$ cat src/clqm_pkg.sv
// ----------------------------------------------------------------------------
// Circular linked queue manager package
// Sizes, field widths and the request and status codes used by the queue
// manager and its link memories.
// ----------------------------------------------------------------------------
package clqm_pkg;

   // Pool of element handles and number of queues that share it.
   localparam int POOL_SIZE  = 64;
   localparam int NUM_QUEUES = 8;

   // Field widths of the request and response items.
   localparam int FUNC_W     = 2;
   localparam int QUEUE_W    = 3;
   localparam int ELEM_W     = 6;
   localparam int STATUS_W   = 2;
   localparam int COUNT_W    = 7;

   // Packed stream widths, rounded up to whole bytes.
   localparam int REQ_DATA_W = 16;
   localparam int RSP_DATA_W = 16;

   typedef logic [FUNC_W-1:0]   func_type;
   typedef logic [QUEUE_W-1:0]  queue_type;
   typedef logic [ELEM_W-1:0]   elem_type;
   typedef logic [STATUS_W-1:0] status_type;
   typedef logic [COUNT_W-1:0]  count_type;

   // Request function codes. Every other code reports the queue size; the
   // spare code behaves exactly like the size report.
   localparam func_type FUNC_APPEND = 2'd0;
   localparam func_type FUNC_REMOVE = 2'd1;
   localparam func_type FUNC_SIZE   = 2'd2;
   localparam func_type FUNC_SPARE  = 2'd3;

   // Response status codes.
   localparam status_type STATUS_OK     = 2'd0;
   localparam status_type STATUS_LINKED = 2'd1;
   localparam status_type STATUS_EMPTY  = 2'd2;
   localparam status_type STATUS_ABSENT = 2'd3;

endpackage

$ cat src/clqm_ram.sv
// ----------------------------------------------------------------------------
// Generic simple dual-port RAM
// One write port and one read port with a registered read. A read at the
// address written in the same cycle returns the old contents.
// ----------------------------------------------------------------------------
module clqm_ram #(
   parameter int WIDTH = 8,
   parameter int DEPTH = 64,
   localparam int AW   = (DEPTH > 1) ? $clog2(DEPTH) : 1
) (
   input  logic             clock,
   input  logic             wr_en,
   input  logic [AW-1:0]    wr_addr,
   input  logic [WIDTH-1:0] wr_data,
   input  logic             rd_en,
   input  logic [AW-1:0]    rd_addr,
   output logic [WIDTH-1:0] rd_data
);

   logic [WIDTH-1:0] mem_ff [DEPTH];
   logic [WIDTH-1:0] rd_data_ff;

   always_ff @(posedge clock) begin
      if (wr_en) begin
         mem_ff[wr_addr] <= wr_data;
      end
      if (rd_en) begin
         rd_data_ff <= mem_ff[rd_addr];
      end
   end

   assign rd_data = rd_data_ff;

endmodule

$ cat src/circular_linked_queue_manager.sv
// ----------------------------------------------------------------------------
// Circular linked queue manager
// Keeps a pool of element handles linked into several circular doubly
// linked queues and serves append, remove and size requests.
// ----------------------------------------------------------------------------
// Usage: each request on the req_ channel carries a function (append,
// remove or report size), a queue index and an element handle. Every
// request produces exactly one response on the rsp_ channel with a status,
// the removed handle (zero unless a remove succeeded) and the element count
// of the addressed queue after the operation.
// A request is first registered while its element's link and owner
// memories are read; the decode stage then decides the operation, writes
// the memories and loads the response register.
// Throughput is one request per cycle while rsp_tready stays high; the
// one-write-port link memories set this figure, and the design keeps
// each operation to a single write per memory by holding the tail of
// every queue in a register.
// Reset empties every queue and unlinks every element; the link memories
// are not cleared, since they are read only for linked elements.
// When the receiver holds rsp_tready low, the response register keeps its
// item, one more request can still be taken into the decode stage, and
// then req_tready drops until the response is taken.
// ----------------------------------------------------------------------------
module circular_linked_queue_manager
   import clqm_pkg::*;
(
   input  logic                  clock,
   input  logic                  reset,
   input  logic                  req_tvalid,
   output logic                  req_tready,
   // req_tdata: func [1:0], queue_id [4:2], elem_id [10:5], zero [15:11]
   input  logic [REQ_DATA_W-1:0] req_tdata,
   output logic                  rsp_tvalid,
   input  logic                  rsp_tready,
   // rsp_tdata: status [1:0], elem_out [7:2], count [14:8], zero [15]
   output logic [RSP_DATA_W-1:0] rsp_tdata
);

   // Request fields as they arrive.
   func_type  req_func;
   queue_type req_queue;
   elem_type  req_elem;

   assign req_func  = req_tdata[FUNC_W-1:0];
   assign req_queue = req_tdata[FUNC_W+QUEUE_W-1:FUNC_W];
   assign req_elem  = req_tdata[FUNC_W+QUEUE_W+ELEM_W-1:FUNC_W+QUEUE_W];

   // Decode stage holding one registered request.
   logic      s1_valid_ff;
   func_type  s1_func_ff;
   queue_type s1_queue_ff;
   elem_type  s1_elem_ff;

   // Response register.
   logic       rsp_valid_ff;
   status_type rsp_status_ff;
   elem_type   rsp_elem_ff;
   count_type  rsp_count_ff;

   // Per-queue state and per-element linked flags.
   count_type count_ff  [NUM_QUEUES];
   elem_type  head_ff   [NUM_QUEUES];
   elem_type  tail_ff   [NUM_QUEUES];
   logic      linked_ff [POOL_SIZE];

   logic req_fire;
   logic s1_fire;
   logic rsp_free;

   assign rsp_free   = !rsp_valid_ff || rsp_tready;
   assign s1_fire    = s1_valid_ff && rsp_free;
   assign req_tready = !s1_valid_ff || rsp_free;
   assign req_fire   = req_tvalid && req_tready;

   // Memory write ports driven by the decode stage.
   logic      next_wr_en;
   elem_type  next_wr_addr;
   elem_type  next_wr_data;
   logic      prev_wr_en;
   elem_type  prev_wr_addr;
   elem_type  prev_wr_data;
   logic      owner_wr_en;
   queue_type owner_wr_data;

   elem_type  next_rd;
   elem_type  prev_rd;
   queue_type owner_rd;

   // Successor of each element that is not the tail of its queue. The
   // tail's successor is the queue's head register.
   clqm_ram #(.WIDTH(ELEM_W), .DEPTH(POOL_SIZE)) u_next_ram (
      .clock   (clock),
      .wr_en   (next_wr_en),
      .wr_addr (next_wr_addr),
      .wr_data (next_wr_data),
      .rd_en   (req_fire),
      .rd_addr (req_elem),
      .rd_data (next_rd)
   );

   // Predecessor of each element that is not the head of its queue. The
   // head's predecessor is the queue's tail register.
   clqm_ram #(.WIDTH(ELEM_W), .DEPTH(POOL_SIZE)) u_prev_ram (
      .clock   (clock),
      .wr_en   (prev_wr_en),
      .wr_addr (prev_wr_addr),
      .wr_data (prev_wr_data),
      .rd_en   (req_fire),
      .rd_addr (req_elem),
      .rd_data (prev_rd)
   );

   // Queue that holds each linked element.
   clqm_ram #(.WIDTH(QUEUE_W), .DEPTH(POOL_SIZE)) u_owner_ram (
      .clock   (clock),
      .wr_en   (owner_wr_en),
      .wr_addr (s1_elem_ff),
      .wr_data (owner_wr_data),
      .rd_en   (req_fire),
      .rd_addr (req_elem),
      .rd_data (owner_rd)
   );

   // The memories return the old contents when the request behind reads an
   // entry written by the request ahead in the same cycle. The last write of
   // each memory is kept here and forwarded over the read data.
   logic      byp_next_en_ff;
   elem_type  byp_next_addr_ff;
   elem_type  byp_next_data_ff;
   logic      byp_prev_en_ff;
   elem_type  byp_prev_addr_ff;
   elem_type  byp_prev_data_ff;
   logic      byp_owner_en_ff;
   elem_type  byp_owner_addr_ff;
   queue_type byp_owner_data_ff;

   elem_type  cur_next;
   elem_type  cur_prev;
   queue_type cur_owner;

   always_comb begin
      cur_next  = next_rd;
      cur_prev  = prev_rd;
      cur_owner = owner_rd;
      if (byp_next_en_ff && (byp_next_addr_ff == s1_elem_ff)) begin
         cur_next = byp_next_data_ff;
      end
      if (byp_prev_en_ff && (byp_prev_addr_ff == s1_elem_ff)) begin
         cur_prev = byp_prev_data_ff;
      end
      if (byp_owner_en_ff && (byp_owner_addr_ff == s1_elem_ff)) begin
         cur_owner = byp_owner_data_ff;
      end
   end

   // Decode stage: one pass through the operation.
   count_type  cur_count;
   elem_type   cur_head;
   elem_type   cur_tail;
   logic       cur_linked;
   elem_type   succ;
   elem_type   pred;

   count_type  count_in;
   elem_type   head_in;
   elem_type   tail_in;
   logic       linked_in;
   logic       state_wr;
   status_type status_in;
   elem_type   elem_out_in;

   assign cur_count  = count_ff[s1_queue_ff];
   assign cur_head   = head_ff[s1_queue_ff];
   assign cur_tail   = tail_ff[s1_queue_ff];
   assign cur_linked = linked_ff[s1_elem_ff];

   // Ring neighbors of the element, with the ends closed through the
   // head and tail registers.
   assign succ = (s1_elem_ff == cur_tail) ? cur_head : cur_next;
   assign pred = (s1_elem_ff == cur_head) ? cur_tail : cur_prev;

   always_comb begin
      count_in      = cur_count;
      head_in       = cur_head;
      tail_in       = cur_tail;
      linked_in     = cur_linked;
      state_wr      = 1'b0;
      status_in     = STATUS_OK;
      elem_out_in   = '0;
      next_wr_en    = 1'b0;
      next_wr_addr  = pred;
      next_wr_data  = succ;
      prev_wr_en    = 1'b0;
      prev_wr_addr  = succ;
      prev_wr_data  = pred;
      owner_wr_en   = 1'b0;
      owner_wr_data = s1_queue_ff;

      case (s1_func_ff)
         FUNC_APPEND: begin
            if (cur_linked) begin
               status_in = STATUS_LINKED;
            end else begin
               state_wr    = 1'b1;
               linked_in   = 1'b1;
               count_in    = cur_count + COUNT_W'(1);
               owner_wr_en = 1'b1;
               tail_in     = s1_elem_ff;
               if (cur_count == '0) begin
                  // An empty queue becomes a self-loop.
                  head_in = s1_elem_ff;
               end else begin
                  // The old tail now points on to the new element.
                  next_wr_en   = 1'b1;
                  next_wr_addr = cur_tail;
                  next_wr_data = s1_elem_ff;
                  prev_wr_en   = 1'b1;
                  prev_wr_addr = s1_elem_ff;
                  prev_wr_data = cur_tail;
               end
            end
         end
         FUNC_REMOVE: begin
            if (cur_count == '0) begin
               status_in = STATUS_EMPTY;
            end else if (!cur_linked || (cur_owner != s1_queue_ff)) begin
               status_in = STATUS_ABSENT;
            end else begin
               state_wr    = 1'b1;
               linked_in   = 1'b0;
               count_in    = cur_count - COUNT_W'(1);
               elem_out_in = s1_elem_ff;
               if (cur_count != COUNT_W'(1)) begin
                  // Splice the neighbors together and move the ends.
                  next_wr_en = 1'b1;
                  prev_wr_en = 1'b1;
                  if (s1_elem_ff == cur_head) begin
                     head_in = succ;
                  end
                  if (s1_elem_ff == cur_tail) begin
                     tail_in = pred;
                  end
               end
            end
         end
         default: begin
            // Size report leaves the state alone.
         end
      endcase

      if (!s1_fire) begin
         next_wr_en  = 1'b0;
         prev_wr_en  = 1'b0;
         owner_wr_en = 1'b0;
      end
   end

   // Control registers.
   always_ff @(posedge clock) begin
      if (reset) begin
         s1_valid_ff     <= 1'b0;
         rsp_valid_ff    <= 1'b0;
         byp_next_en_ff  <= 1'b0;
         byp_prev_en_ff  <= 1'b0;
         byp_owner_en_ff <= 1'b0;
         for (int i = 0; i < NUM_QUEUES; i++) begin
            count_ff[i] <= '0;
         end
         for (int i = 0; i < POOL_SIZE; i++) begin
            linked_ff[i] <= 1'b0;
         end
      end else begin
         if (req_tready) begin
            s1_valid_ff <= req_tvalid;
         end
         if (rsp_free) begin
            rsp_valid_ff <= s1_valid_ff;
         end
         if (s1_fire) begin
            byp_next_en_ff  <= next_wr_en;
            byp_prev_en_ff  <= prev_wr_en;
            byp_owner_en_ff <= owner_wr_en;
            if (state_wr) begin
               count_ff[s1_queue_ff] <= count_in;
               linked_ff[s1_elem_ff] <= linked_in;
            end
         end
      end
   end

   // Payload registers.
   always_ff @(posedge clock) begin
      if (req_fire) begin
         s1_func_ff  <= req_func;
         s1_queue_ff <= req_queue;
         s1_elem_ff  <= req_elem;
      end
      if (s1_fire) begin
         rsp_status_ff     <= status_in;
         rsp_elem_ff       <= elem_out_in;
         rsp_count_ff      <= count_in;
         byp_next_addr_ff  <= next_wr_addr;
         byp_next_data_ff  <= next_wr_data;
         byp_prev_addr_ff  <= prev_wr_addr;
         byp_prev_data_ff  <= prev_wr_data;
         byp_owner_addr_ff <= s1_elem_ff;
         byp_owner_data_ff <= owner_wr_data;
         if (state_wr) begin
            head_ff[s1_queue_ff] <= head_in;
            tail_ff[s1_queue_ff] <= tail_in;
         end
      end
   end

   assign rsp_tvalid = rsp_valid_ff;
   assign rsp_tdata  = {(RSP_DATA_W - STATUS_W - ELEM_W - COUNT_W)'(0),
                        rsp_count_ff, rsp_elem_ff, rsp_status_ff};

endmodule
$ cat config.mk
export PLATFORM = sky130hd
export DESIGN_NAME = circular_linked_queue_manager
export DESIGN_NICKNAME = d
export VERILOG_FILES = /design/src/clqm_pkg.sv /design/src/clqm_ram.sv /design/src/circular_linked_queue_manager.sv
export SDC_FILE = /design/constraint.sdc
export NUM_CORES = 1
export LEC_CHECK = 0
export ABC_AREA = 1
export BUFFER_PORTS_ARGS = -buffer_cell sky130_fd_sc_hd__buf_2
export CORE_UTILIZATION = 65
export DETAILED_ROUTE_END_ITERATION = 7
export GPL_TIMING_DRIVEN = 0
export PLACE_DENSITY = 0.82
export SYNTH_ARGS = -nofsm -noshare
export SYNTH_HDL_FRONTEND = slang
export SYNTH_SLANG_ARGS = --single-unit
$ cat constraint.sdc
create_clock -name clock -period 5.45 [get_ports clock]
set_input_delay 0.2725 -clock clock [delete_from_list [all_inputs] [get_ports clock]]
set_output_delay 0.2725 -clock clock [all_outputs]
set_load 0.05 [all_outputs]
==> out/results.ini, run 1 <==
[route]
vias=13510
ant_nets=0
viasPerCell=6.494
drt_iter0_drc=2181
firstDrtPassIters=8
route.detailed.drc=2
routed_wl_um=47550
wire_per_inst_um=22.85

[sta]
tightest_slew_ns=1.447
slew_headroom=0.02780
fmax_mhz=263.2
drv_slew=0
finClkSkew_ns=0.01448
hold_viol=0
period_minus_slack_ns=3.800
setup_viol=0
tns_ns=0
hold_ws_ns=0.04719
fin_crit_sh=0.6973
rsz0062_at_grt=no

[logic_synthesis]
synth.area.mux_share=0
yosysMostFrequentCell=edfxtp_1
synth_area_leader_cell=edfxtp_1
synth_edf_count=350
synthFlopType=edfxtp_1
syn_nets=1662
avgSynthCellArea_um2=10.25
synth_area_leaders=edfxtp_1, nor2_1, nand2_1
synthCells=1640
yosysTopAreaCellShare=0.6255
synthXorXnorAreaFrac=0.002085
async_flop_share=0
yosys-top-cells-count=edfxtp_1, nor2_1, nand2_1
synth_seq_cells=362
yosys_warnings=0
synth_top_family_by_area=simple AND/OR/NAND/NOR gates
synthAdderAreaFrac=0.001489
ys_types=47
netlist_area_um2=16800
ys_seq_area_frac=0.6398
synth-simple-area-share=0.2256
synth_compound_area_frac=0.07938

[global_route]
grt_usage=0.3650
grt_max_degree=32
grt_pass1_vias=12790
antenna_found_initial=0
grt_pass1_wl_um=71640
gr-total-overflow=0

[worst_hold_path]
hold_class=in -> reg

[cts]
numCtsBuffers=37
insertion_delay_ns=0.52
h-tree-depth=2
cts_resized=0
cts_sinks=362
cts_root_buffer=clkbuf_16
path_clk_slew_ns=0.06
cts_tree=built
cts.path.max_buffers=3
post_cts_buffers=0

[die]
die_w_um=162.8
die-area_um2=26500
num_rows=58
die_h_um=162.8
core_area_um2=25250
initial_core_util=0.6653
ioPinCount=38

[critical_path]
slowest_delay_ns=0.50
cp_data_arrival_time_ns=3.95
worst_setup_path_end_kind=flip-flop
cpMaxStageDelayCell=clkbuf_1
crit_type=reg -> reg
required_ns=5.60
cp_cell_sequence=clkbuf_1 -> inv_1 -> nand3_1 -> nand2_1 -> nand2_1 -> nand3_1 -> nand3_1 -> nand2_2 -> inv_2 -> nand2_2 -> inv_1 -> nand2_1 -> buf_2 -> buf_2 -> nor3_1
startpoint_type=flip-flop
critPathMaxFanout=10

[cells_and_area]
drive_gt1_frac=0.1131
nFillCells=1689
final_nets=1747
area_growth_pct=11.78
multiInputGateArea_um2=5219
seq_area_um2=10750

[power]
power_uw=6298
vdd_ir_drop_max_mv=0.3042
power_density_nw_per_um2=335.3
total_leakage_power_uw=0.006914

[placed_design]
numPortBuffers=31
dp_hpwl_um=31830
gp_congestion=0.9913

[run_status]
status=complete, but fails checks
violations=design-rule violations

[job]
maxCapViolCount=0

==> kinds of logic (layout without fill, tap and decap cells) <==
logic type | Yosys count | after routing
other cells | 1 | 2
compound gates | 238 | 238
flops | 362 | 362
fa+ha+maj | 2 | 2
xor+xnor | 4 | 4
simple gates | 839 | 839
buf+inv | 194 | 304
==> state kept, by name, indices dropped and copies added (netlist names), named ones only <==
| register | flops |
|---|---|
| u_owner_ram.mem_ff | 192 |
| byp_owner_addr_ff | 6 |
| linked_ff | 64 |
| owner_wr_data | 3 |
| s1_elem_ff | 6 |
| count_ff | 56 |
| s1_func_ff | 2 |
| s1_valid_ff | 1 |
| rsp_count_ff | 7 |
| rsp_tvalid | 1 |
| rsp_elem_ff | 6 |
| rsp_status_ff | 2 |
| u_owner_ram.rd_data | 3 |
| byp_owner_data_ff | 3 |
| byp_owner_en_ff | 1 |
==> cells in the final DEF (no fill, tap or decap), drive strengths merged <==
| cell | count |
|---|---|
| nor2 | 309 |
| nand4 | 70 |
| edfxtp | 350 |
| o211ai | 4 |
| o21bai | 1 |
| bufinv | 2 |
| ha | 2 |
| a21boi | 1 |
| o21ai | 163 |
| diode | 1 |
| nand3b | 3 |
| clkinv | 18 |
| clkbuf | 101 |
| inv | 89 |
| nand3 | 88 |
| xor2 | 4 |
| o32ai | 1 |
| clkinvlp | 1 |
| a22o | 1 |
| dlygate4sd3 | 9 |
| a21oi | 5 |
| o311ai | 1 |
| dfxtp | 12 |
| o221ai | 8 |
| o22ai | 53 |
| nor3 | 82 |
| nand2 | 287 |
| buf | 84 |
| conb | 1 |
==> worst paths after layout <==
kind	startpoint	end	slack, ns	cells after the start
min reg2reg	s1_elem_ff[5]$_DFFE_PP_	byp_owner_addr_ff[5]$_DFFE_PP_	0.44	0
min	rsp_tready	rsp_tvalid$_SDFFE_PP0P_	0.05	4
max	flip-flop	u_owner_ram.mem_ff[10][2]$_DFFE_PP_	1.65	15
max reg2reg	flip-flop	u_owner_ram.mem_ff[10][2]$_DFFE_PP_	1.65	15
==> area by class of cell <==
class                      instances  share of cell area
tap                              330             0.02198
sequential                       362              0.5724
clock inverter                    17            0.006928
timing repair buffer              46             0.02185
inverter                          93             0.01879
buffer                           101             0.02718
antenna                            1           0.0001332
multi-input combinational       1084              0.2779
clock buffer                      47             0.05289
==> per-layer routing <==
layer	part of all wire	GRT usage	wire (um)
met5	0	0	0
met1	0.36	0.4821	17010
met2	0.47	0.5735	22120
met3	0.11	0.06239	5441
met4	0.062	0.2137	2970
==> metrics by stage <==
| step | utilization | worst slack [ns] | std cells | instance area [um2] |
|---|---|---|---|---|
| 3_3_place_gp | 0.6878 | 0.9741 | 2001 | 17370 |
| 4_1_cts | 0.7436 | 1.750 | 2080 | 18780 |
| 5_1_grt | 0.7436 | 1.449 | 2080 | 18780 |
| 3_5_place_dp | 0.6956 | 1.828 | 2007 | 17570 |
| 2_1_floorplan | - | 2.333 | 1640 | 16800 |
| 6_report | 0.7437 | 1.650 | 2081 | 18780 |
==> power by group <==
part           switching (uW)  total [uW]  leakage, uW  internal [uW]
Combinational             563         755      0.00295            192
Clock                    1020        2400     0.000548           1380
Sequential               30.7        3140      0.00342           3110
==> worst max-delay path: cells and delay by family, from the launching register on <==
kind / cells / cell delay (ns)
buffers and inverters: 6 / 1.73
AND/OR/NAND/NOR: 9 / 1.37
flip-flops: 1 / 0.32
==> what timing repair did <==
item | CTS | global route
hold endpoints to repair | 11 | 0
setup endpoints to repair | 0 | 0
hold buffers | 9 | 0
(Power assumes the default switching activity.)
==> run 2: changes to the inputs <==
--- a/config.mk
+++ b/config.mk
@@ -5,12 +5,12 @@
 export SDC_FILE = /design/constraint.sdc
 export NUM_CORES = 1
 export LEC_CHECK = 0
-export ABC_AREA = 1
+export ABC_AREA = 0
 export BUFFER_PORTS_ARGS = -buffer_cell sky130_fd_sc_hd__buf_2
-export CORE_UTILIZATION = 65
+export CORE_UTILIZATION = 57
 export DETAILED_ROUTE_END_ITERATION = 7
 export GPL_TIMING_DRIVEN = 0
-export PLACE_DENSITY = 0.82
+export PLACE_DENSITY = 0.77
 export SYNTH_ARGS = -nofsm -noshare
 export SYNTH_HDL_FRONTEND = slang
 export SYNTH_SLANG_ARGS = --single-unit
==> constraint.sdc (replaced) <==
create_clock -name clock -period 3.25 [get_ports clock]
set_input_delay 0.1625 -clock clock [delete_from_list [all_inputs] [get_ports clock]]
set_output_delay 0.1625 -clock clock [all_outputs]
set_load 0.05 [all_outputs]
==> run 2 against run 1 <==
Hold slack better by 0.30 ns. Clock power is 87% higher. Synthesized cell count is 38% lower. The run ends with negative setup slack left. Final cell count is 24% lower. Global-route usage is 7.0 points lower. Routed wire length is 4.5% lower. First-iteration DRC count is 32% lower. Register-to-register slack worse by 1.7 ns. Die area is 12% higher.
==> out/results.ini, run 2 <==
[cells_and_area]
largest_reg_flops=192
top_regs=u_owner_ram.mem_ff x192, linked_ff x64, count_ff x56
nFillCells=1617
top_register=u_owner_ram.mem_ff
final_util=0.7152
area_growth_pct=21.97
layout_common_cells=edfxtp_1, mux4_2, nor2_1
layout_commonest_cell=edfxtp_1
drive_gt1_frac=0.4085
final_nets=1200
layout.cell_area.non_filler_um2=20140
antenna_cells=0

[run_status]
violations=negative setup slack
status=complete, but fails checks

[critical_path]
startpoint_type=flip-flop
worst_setup_path_end_kind=flip-flop
cpMaxStageDelayCell=mux4_2
crit_type=reg -> reg
cp_data_arrival_time_ns=3.63
slowest_delay_ns=0.55
critPathBufInv=5
cp_cell_sequence=buf_6 -> buf_4 -> mux4_2 -> nor3b_1 -> o21ai_2 -> o31a_1 -> and4_1 -> buf_6 -> buf_8 -> o211ai_4 -> buf_12 -> a21oi_1
crit_top_cell=buf_6
required_ns=3.53
critPathMaxFanout=12
cp_top_family=compound AO/OA/AOI/OAI gates

[placed_design]
numPortBuffers=31
gp_congestion=0.9039
dp_hpwl_um=25860
dpl_cell_area_um2=17370

[power]
total_leakage_power_uw=0.006692
power_density_nw_per_um2=546.5
vdd_ir_drop_max_mv=0.5841

[sta]
fmax_mhz=298.8
tightest_slew_ns=1.491
setup_viol=101
drv_slew=0
rsz0062_at_grt=yes
finClkSkew_ns=0.03136
fin_crit_sh=1.030
setup_slack_ns=-0.09719
slew_headroom=0.006291
hold_viol=0
period_minus_slack_ns=3.347

[logic_synthesis]
synth.area.mux_share=0.1483
avgSynthCellArea_um2=16.13
netlist_area_um2=16510
syn_nets=1046
async_flop_share=0
ys_types=70
synthCells=1024
synth_seq_cells=362
synth_edf_count=350
yosysTopAreaCellShare=0.6364
ys_seq_area_frac=0.6510
synth_top_family_by_area=multiplexers
synth_area_leader_cell=edfxtp_1
synthAdderAreaFrac=0.001515
synthXorXnorAreaFrac=0.004243
synth_compound_area_frac=0.07107
yosys_warnings=0
synth_area_leaders=edfxtp_1, mux4_2, nor2_1
synthFlopType=edfxtp_1
synth-simple-area-share=0.09342
yosysMostFrequentCell=edfxtp_1
yosys-top-cells-count=edfxtp_1, nor2_1, mux4_2

[worst_hold_path]
hold_class=in -> reg
min-delay-start=req_tdata[0]

[route]
wire_per_inst_um=28.65
wl_met1_um=15940
route.detailed.drc=0
ant_nets=0
drt_iter0_drc=1475
routed_wl_um=45410
top_layer=met4
dr_wl_met3_um=4975
wl_met2_um=22350
viasPerCell=6.822
vias=10810
firstDrtPassIters=6

[global_route]
grt_max_degree=34
gr-total-overflow=0
antenna_found_initial=0
grt_usage=0.2950
grt_pass1_wl_um=62770
grt_pass1_vias=10320

[die]
num_rows=61
die_h_um=172.2
core_area_um2=28160
ioPinCount=38
die-area_um2=29660
die_w_um=172.2
initial_core_util=0.5864

[cts]
h-tree-depth=2
cts_tree=built
cts_sinks=362
cts.path.max_buffers=3
path_clk_slew_ns=0.06
numCtsBuffers=37
cts_root_buffer=clkbuf_16
insertion_delay_ns=0.55

[job]
maxCapViolCount=0

[run 2: worst reg2reg max path: stages (launching register included)]
cell and delay, ns:
dfxtp_1 0.32, buf_6 0.11, buf_4 0.15, mux4_2 0.55
nor3b_1 0.44, o21ai_2 0.19, o31a_1 0.30, and4_1 0.23
buf_6 0.17, buf_8 0.17, o211ai_4 0.25, buf_12 0.16
a21oi_1 0.05
[run 2: routing by layer]
metal  track usage  vias up
met3       0.05585      200
met2        0.4858      888
met1        0.3856     5374
li1              -     4351
met4        0.1270        0
met5             0        -
[run 2: path summary, 6_finish.rpt]
| path | end | slack, ns | depth (start not counted) |
|---|---|---|---|
| max | count_ff[3][0]$_SDFFCE_PN0P_ | -0.1 | 12 |
| min | s1_func_ff[0]$_DFFE_PP_ | 0.35 | 2 |
| max reg2reg | count_ff[3][0]$_SDFFCE_PN0P_ | -0.1 | 12 |
| min reg2reg | byp_owner_addr_ff[4]$_DFFE_PP_ | 0.51 | 0 |
[run 2: cells by family (layout without fill, tap and decap cells)]
family	Yosys count	after routing
flops	362	362
simple gates	288	289
compound gates	149	151
mux	120	122
buf+inv	94	272
xor+xnor	8	8
fa+ha+maj	2	2
other cells	1	1
[run 2: per-stage QoR]
stage / setup TNS [ns] / hold WS, ns / power [uW] / setup WS [ns] / cells
after CTS: -0.3506 / 0.3436 / 10840 / -0.04049 / 1549
final: -3.146 / 0.3492 / 11010 / -0.09719 / 1585
after global routing: -16.58 / 0.3610 / 11240 / -0.1502 / 1585
after detailed placement: -93.30 / 0.3521 / 6356 / -0.5790 / 1439
after floorplan: 0 / 0.2614 / 6053 / 0.01094 / 1024
after global placement: -142.87 / 0.3550 / 6314 / -0.8273 / 1433
[run 2: repair_timing]
action	CTS	global route
buffers inserted	30	26
setup endpoints to repair	379	372
gates resized for setup	91	79
hold buffers	13	0
endpoints found under the hold margin	16	0
cloned	1	10
pin swaps	7	25
[run 2: final cells by class]
| class | count | area [um2] | share of cell area |
|---|---|---|---|
| sequential | 362 | 10750 | 0.5338 |
| multi-input combinational | 573 | 5916 | 0.2937 |
| timing repair buffer | 112 | 1121 | 0.05566 |
| clock buffer | 42 | 965.9 | 0.04795 |
| buffer | 77 | 538.0 | 0.02671 |
| tap | 378 | 473.0 | 0.02348 |
| clock inverter | 26 | 315.3 | 0.01565 |
| inverter | 15 | 61.31 | 0.003044 |
[run 2: power by group]
part	leakage, uW	internal (uW)	switching [uW]
combinational	0.00265	500	749
sequential	0.00343	5210	52.6
clock	0.000615	2640	1850
total	0.00669	8350	2660
